===== config.mk =====
export PLATFORM = sky130hd
export DESIGN_NAME = rgbm_ctrl
export DESIGN_NICKNAME = d
export VERILOG_FILES = /design/src/sv/rgbm_pkg.sv /design/src/sv/rgbm_ctrl.sv
export SDC_FILE = /design/constraint.sdc
export NUM_CORES = 1
export LEC_CHECK = 0
export BUFFER_PORTS_ARGS = -buffer_cell sky130_fd_sc_hd__buf_4
export CORE_AREA = 2 2 39 41
export CTS_BUF_LIST = sky130_fd_sc_hd__clkbuf_4
export CTS_CLUSTER_SIZE = 12
export DETAILED_ROUTE_END_ITERATION = 16
export DIE_AREA = 0 0 41 43
export SLEW_MARGIN = 20
export SYNTH_ARGS = -nofsm -noshare
export SYNTH_HDL_FRONTEND = slang
export SYNTH_SLANG_ARGS = --single-unit

===== constraint.sdc =====
create_clock -name clk -period 2.9 [get_ports clk]
set_input_delay 0.58 -clock clk [delete_from_list [all_inputs] [get_ports clk]]
set_output_delay 0.58 -clock clk [all_outputs]
set_load 0.1 [all_outputs]

===== src/sv/rgbm_pkg.sv =====
// shared constants, payload types and control structs for the led matrix scan driver
package rgbm_pkg;

	// panel geometry and modulation depth
	localparam int PANEL_WIDTH  = 64;
	localparam int PANEL_HEIGHT = 64;
	localparam int HALF_ROWS    = 32;
	localparam int PLANE_COUNT  = 8;

	// derived widths
	localparam int COL_W     = (PANEL_WIDTH > 1) ? $clog2(PANEL_WIDTH) : 1;
	localparam int ROW_W     = 5;
	localparam int PLANE_W   = 3;
	localparam int CNT_W     = 23;
	localparam int UNIT_W    = 16;
	localparam int MEM_DEPTH = HALF_ROWS * PANEL_WIDTH;
	localparam int ADDR_W    = (MEM_DEPTH > 1) ? $clog2(MEM_DEPTH) : 1;
	localparam int PIX_W     = 24;

	localparam logic [UNIT_W-1:0] UNIT_RESET = 16'd10;

	// item function codes
	localparam logic [1:0] FUNC_TICK  = 2'd0;
	localparam logic [1:0] FUNC_PIXEL = 2'd1;
	localparam logic [1:0] FUNC_FILL  = 2'd2;

	typedef struct packed {
		logic [1:0]  func;
		logic [15:0] pixel_x;
		logic [15:0] pixel_y;
		logic [7:0]  red_level;
		logic [7:0]  green_level;
		logic [7:0]  blue_level;
	} in_item_t;

	typedef struct packed {
		logic       upper_red;
		logic       upper_green;
		logic       upper_blue;
		logic       lower_red;
		logic       lower_green;
		logic       lower_blue;
		logic       shift_pulse;
		logic       latch_strobe;
		logic       output_disable;
		logic [4:0] row_address;
	} out_item_t;

	typedef struct packed {
		logic [7:0] red;
		logic [7:0] green;
		logic [7:0] blue;
	} pixel_t;

	// controller to datapath
	typedef struct packed {
		logic tick_shift;
		logic tick_latch;
		logic tick_disp;
		logic next_row;
		logic pix_wr;
		logic fill_load;
		logic sweep_wr;
		logic load_s1;
		logic load_out;
	} ctrl_cmd_t;

	// datapath to controller
	typedef struct packed {
		logic col_last;
		logic unit_zero;
		logic cd_last;
		logic cd_nonzero;
		logic sweep_last;
	} dp_stat_t;

	// linear address of a pixel inside one half of the panel
	function automatic logic [ADDR_W-1:0] pix_addr(input logic [ROW_W-1:0] row,
			input logic [COL_W-1:0] col);
		return ADDR_W'(ADDR_W'(row) * ADDR_W'(PANEL_WIDTH)) + ADDR_W'(col);
	endfunction

endpackage


===== src/sv/rgbm_ctrl.sv =====
// controller: handshake, store sweep sequencing and scan phase state machine
module rgbm_ctrl (
	input  logic                 clk,
	input  logic                 arst_n,
	input  logic                 in_valid,
	output logic                 in_ready,
	input  logic [1:0]           func,
	output logic                 out_valid,
	input  logic                 out_ready,
	input  rgbm_pkg::dp_stat_t   stat,
	output rgbm_pkg::ctrl_cmd_t  cmd
);
	import rgbm_pkg::*;

	typedef enum logic [1:0] {M_CLEAR, M_RUN, M_FILL} mode_t;
	typedef enum logic [1:0] {PH_SHIFT, PH_LATCH, PH_DISPLAY} phase_t;

	mode_t  mode_q;
	phase_t phase_q;
	logic   s1_valid_q;
	logic   out_valid_q;
	logic   out_free;
	logic   acc;
	logic   tick;

	// handshake and command decode
	always_comb begin
		out_free = !out_valid_q || out_ready;
		in_ready = (mode_q == M_RUN) && (!s1_valid_q || out_free);
		acc      = in_valid && in_ready;
		tick     = acc && (func == FUNC_TICK);

		cmd            = '0;
		cmd.tick_shift = tick && (phase_q == PH_SHIFT);
		cmd.tick_latch = tick && (phase_q == PH_LATCH);
		cmd.tick_disp  = tick && (phase_q == PH_DISPLAY);
		cmd.next_row   = (cmd.tick_latch && stat.unit_zero) ||
		                 (cmd.tick_disp && stat.cd_last);
		cmd.pix_wr     = acc && (func == FUNC_PIXEL);
		cmd.fill_load  = acc && (func == FUNC_FILL);
		cmd.sweep_wr   = (mode_q != M_RUN);
		cmd.load_s1    = tick;
		cmd.load_out   = s1_valid_q && out_free;
	end

	assign out_valid = out_valid_q;

	// mode, scan phase and pipeline occupancy
	always_ff @(posedge clk or negedge arst_n) begin
		if (!arst_n) begin
			mode_q      <= M_CLEAR;
			phase_q     <= PH_SHIFT;
			s1_valid_q  <= 1'b0;
			out_valid_q <= 1'b0;
		end else begin
			unique case (mode_q) inside
				M_CLEAR, M_FILL: begin
					if (stat.sweep_last) begin
						mode_q <= M_RUN;
					end
				end
				M_RUN: begin
					if (cmd.fill_load) begin
						mode_q <= M_FILL;
					end
				end
				default: mode_q <= M_RUN;
			endcase

			if (tick) begin
				unique case (phase_q)
					PH_SHIFT: begin
						if (stat.col_last) begin
							phase_q <= PH_LATCH;
						end
					end
					PH_LATCH: begin
						phase_q <= stat.unit_zero ? PH_SHIFT : PH_DISPLAY;
					end
					PH_DISPLAY: begin
						if (stat.cd_last) begin
							phase_q <= PH_SHIFT;
						end
					end
					default: phase_q <= PH_SHIFT;
				endcase
			end

			if (tick) begin
				s1_valid_q <= 1'b1;
			end else if (cmd.load_out) begin
				s1_valid_q <= 1'b0;
			end

			if (cmd.load_out) begin
				out_valid_q <= 1'b1;
			end else if (out_ready) begin
				out_valid_q <= 1'b0;
			end
		end
	end

	a_disp_count: assert property (@(posedge clk) disable iff (!arst_n)
		phase_q == PH_DISPLAY |-> stat.cd_nonzero)
		else $error("lit phase with empty countdown");

	a_latch_to_disp: assert property (@(posedge clk) disable iff (!arst_n)
		cmd.tick_latch && !stat.unit_zero |=> phase_q == PH_DISPLAY)
		else $error("latch did not start lit period");

	a_fill_blocks: assert property (@(posedge clk) disable iff (!arst_n)
		cmd.fill_load |=> !in_ready)
		else $error("input open during fill sweep");

	a_s1_hold: assert property (@(posedge clk) disable iff (!arst_n)
		s1_valid_q && !out_free |=> s1_valid_q)
		else $error("tick result dropped while output stalled");

	a_sweep_end: assert property (@(posedge clk) disable iff (!arst_n)
		mode_q != M_RUN && stat.sweep_last |=> mode_q == M_RUN)
		else $error("sweep did not return to run");

endmodule


==> out/results.txt <==
Antenna-violating nets left = 0
CTS tree = done
GR Util All Layers = 10.90%
Reg2reg setup slack = 1.35 ns
Ys Warns = 0
P per Cell Area = 671.4 nW/µm²
Wire length per cell = 10.38 µm
CTS Buffer Depth = 2
Die area = 1763 µm²
First-pass GRT wire length = 1311 µm
Top cell type's share of synthesized area = 40.54%
Vias in the first global route = 347
R2R depth = 3
Row Count = 14
Setup TNS Final = 0 ns
CP top delay family = simple AND/OR/NAND/NOR gates
CP max FO = 8
Design area = 604.3 µm²
IO Port Bufs = 20
Sw Ratio = 46.94%
Critical Path RT = 2.32 ns
Max-slew violations = 0
Synth Net Count = 49
RSZ-0062 raised after global routing = no
WP buf/inv = 2
Layout area overhead = 63.18%
Die X = 41 µm
Sequential Power Share = 33.8%
Internal Power = 0.2153 mW
Reg2reg start = mode_q[1]$_DFFE_PN0P_
Critical path class = input port to primary output
Core area = 1384 µm²
Clock Latency Late Sink = 0.25 ns
I/O Pins = 22
DR pass1 iterations = 3
Number of library cell types mapped by synthesis = 23
Post-route DRC violation count = 0
Leakage power = 0.3049 nW
Cells after Synth = 38
Top post-synthesis cells by area = dfrtp_1 41%, nand2b_1 6.8%, buf_6 6.1%
Clk sink count = 6
Global route overflow = 0
Startpoint class of the critical path = input port
Final hold vios = 0
Layout cell share with drive strength beyond 1 = 56.67%
Worst path cell trace = buf_4 > nand4bb_1 > or3_1 > nor3b_4 > buf_4
Final nets = 72
Placed cells = 72
Initial antenna violation count = 0
Ant. Diodes = 0
Postcts setup bufs = 0
FF-to-FF End = phase_q[1]$_DFFE_PN0P_
Gate power share = 43.2%
Worst vdd ir = 0.0003734 V
CTS clk-pin slew, worst paths = 0.05 ns
Post-cts repair resize count = 0
Flop and latch count out of synthesis = 6
GR peak layer = met2
CP max stage delay = 0.56 ns
Worst Setup End Kind = primary output
Final cycle utilization of the critical path = 90.25%
Status = completed
H-tree depth = 1
Total wire length = 789 µm
HP Class = input port to asynchronous set/reset pin
Via count = 362
Relative slew slack = 67.17%
Hold buffers post-CTS = 0
CTS Buf Count = 3
Seq/Total Area, Yosys = 40.54%
Min cycle time layout = 2.617 ns
Worst Path Arrival = 2.04 ns
CTS root buf = clkbuf_4
Filler-free cell count of the finished design = 76
Placed Instance Area = 574.3 µm²
Post-DR vias/cell = 4.763
Mean Syn Cell Area = 9.746 µm²
GPL Wtd Cong = 0.6981
Met3 Usage GRT = 6.806%
Clk_skew = 0.008968 ns
Setup Viol. Count Final = 0
Starting Density = 26.76%
Global Route met1 Usage = 13.40%
Post-Syn Area = 370.4 µm²
Layout Utilization = 43.67%
Met2 usage = 15.94%
Die Y = 43 µm
Largest net degree at the start of global routing = 9
CP dominant cell by count = buf_4
DR iter-0 viols = 1
Least-Margin Pin Slew = 0.4924 ns
Final HPWL DP = 646.4 µm
Max_cap viols = 0
Top cell type by total area after synthesis = dfrtp_1
Crit-path slowest cell = or3_1
Switch Pwr = 0.1905 mW
Clk pwr share = 23.0%
Fmax = 382.1 MHz
-- logic make-up after synthesis --
logic type | Yosys count | share of synthesized area (%)
AOI/OAI and AO/OA | 5 | 11.83
DFF | 6 | 40.54
and+or+nand+nor | 21 | 34.80
muxes | 1 | 2.703
buffers and inverters | 5 | 10.14
-- state kept, by name (all words and copies together), names as in the netlist --
name / flops
mode_q: 2
out_valid: 1
phase_q: 2
s1_valid_q: 1
-- routing by layer --
layer	part of all wire, %	vias to the layer above	wire [µm]
li1	-	177	-
met1	42	167	328
met2	46	18	365
met3	12	0	95
met4	0	0	0
met5	0	-	0
-- area by class of cell --
class / instances / area, µm²
well taps: 16 / 20.02
fillers: 146 / 779.5
repair buffers: 21 / 157.7
clock buffers: 4 / 30.03
flip-flops and latches: 6 / 151.4
inverters: 2 / 7.507
multi-input cells: 27 / 237.7
-- placed cells by master (no fill, tap or decap) --
cell and n:
nand3b_1 1, nor3b_2 1, o41ai_2 1, mux2i_1 1
o21bai_1 1, nor2_1 3, nand4bb_1 1, nor2_2 1
nor3_4 2, nand3_1 1, a21o_1 1, nand2b_1 4
o31ai_1 1, dfrtp_1 5, buf_4 21, inv_1 2
nor3b_4 1, nand2_1 2, and3b_1 1, clkbuf_4 4
a21oi_2 1, dfrtp_2 1, nor4_4 1, or3_1 1
and2_1 1
-- synthesized netlist by cell type --
cell type	n
nor4_1	1
nor2_1	4
nand3b_1	1
nand3_1	1
and3b_1	1
nand2_1	2
o21bai_1	1
nor3b_2	1
buf_4	1
mux2i_1	1
a21o_1	1
and2_1	1
o41ai_2	1
o31ai_1	1
nand2b_1	4
a21oi_1	1
nor3b_1	1
or3_1	1
inv_1	2
dfrtp_1	6
nor3_1	2
buf_6	2
nand4bb_1	1
-- worst reg2reg max path: stages, from the launching register on --
cell and delay (ns):
dfrtp_1 0.39, nand4bb_1 0.24, or3_1 0.56, o41ai_2 0.27
-- power by group through the flow --
| stage | Sequential, mW | Clock (mW) | Combinational (mW) |
|---|---|---|---|
| CTS | 0.138 | 0.0973 | 0.177 |
| global route | 0.143 | 0.101 | 0.188 |
| global placement | 0.138 | 0 | 0.176 |
| finish | 0.137 | 0.0933 | 0.175 |
| floorplan | 0.144 | 0 | 0.133 |
| detailed placement | 0.139 | 0 | 0.177 |
-- how the worst max path moves through the flow --
stage	from	end	slack, ns	cells after the start
floorplan	mode_q[1]$_DFFE_PN0P_	cmd[3]	-0.10	2
global placement	func[1]	cmd[6]	0.28	5
detailed placement	func[1]	cmd[6]	0.27	5
CTS	func[1]	cmd[6]	0.28	5
global route	func[1]	cmd[6]	0.19	5
finish	func[1]	cmd[6]	0.28	5
-- per-stage QoR --
| step | hold WS, ns | worst slack (ns) | total power [mW] |
|---|---|---|---|
| after floorplan | 0.2844 | -0.1008 | 0.2769 |
| after global placement | 0.3905 | 0.2841 | 0.3143 |
| after detailed placement | 0.3907 | 0.2705 | 0.3156 |
| after CTS | 0.1187 | 0.2755 | 0.4116 |
| after global routing | 0.1190 | 0.1911 | 0.4315 |
| final | 0.1255 | 0.2828 | 0.4058 |
Power figures use the tool's default switching activity.
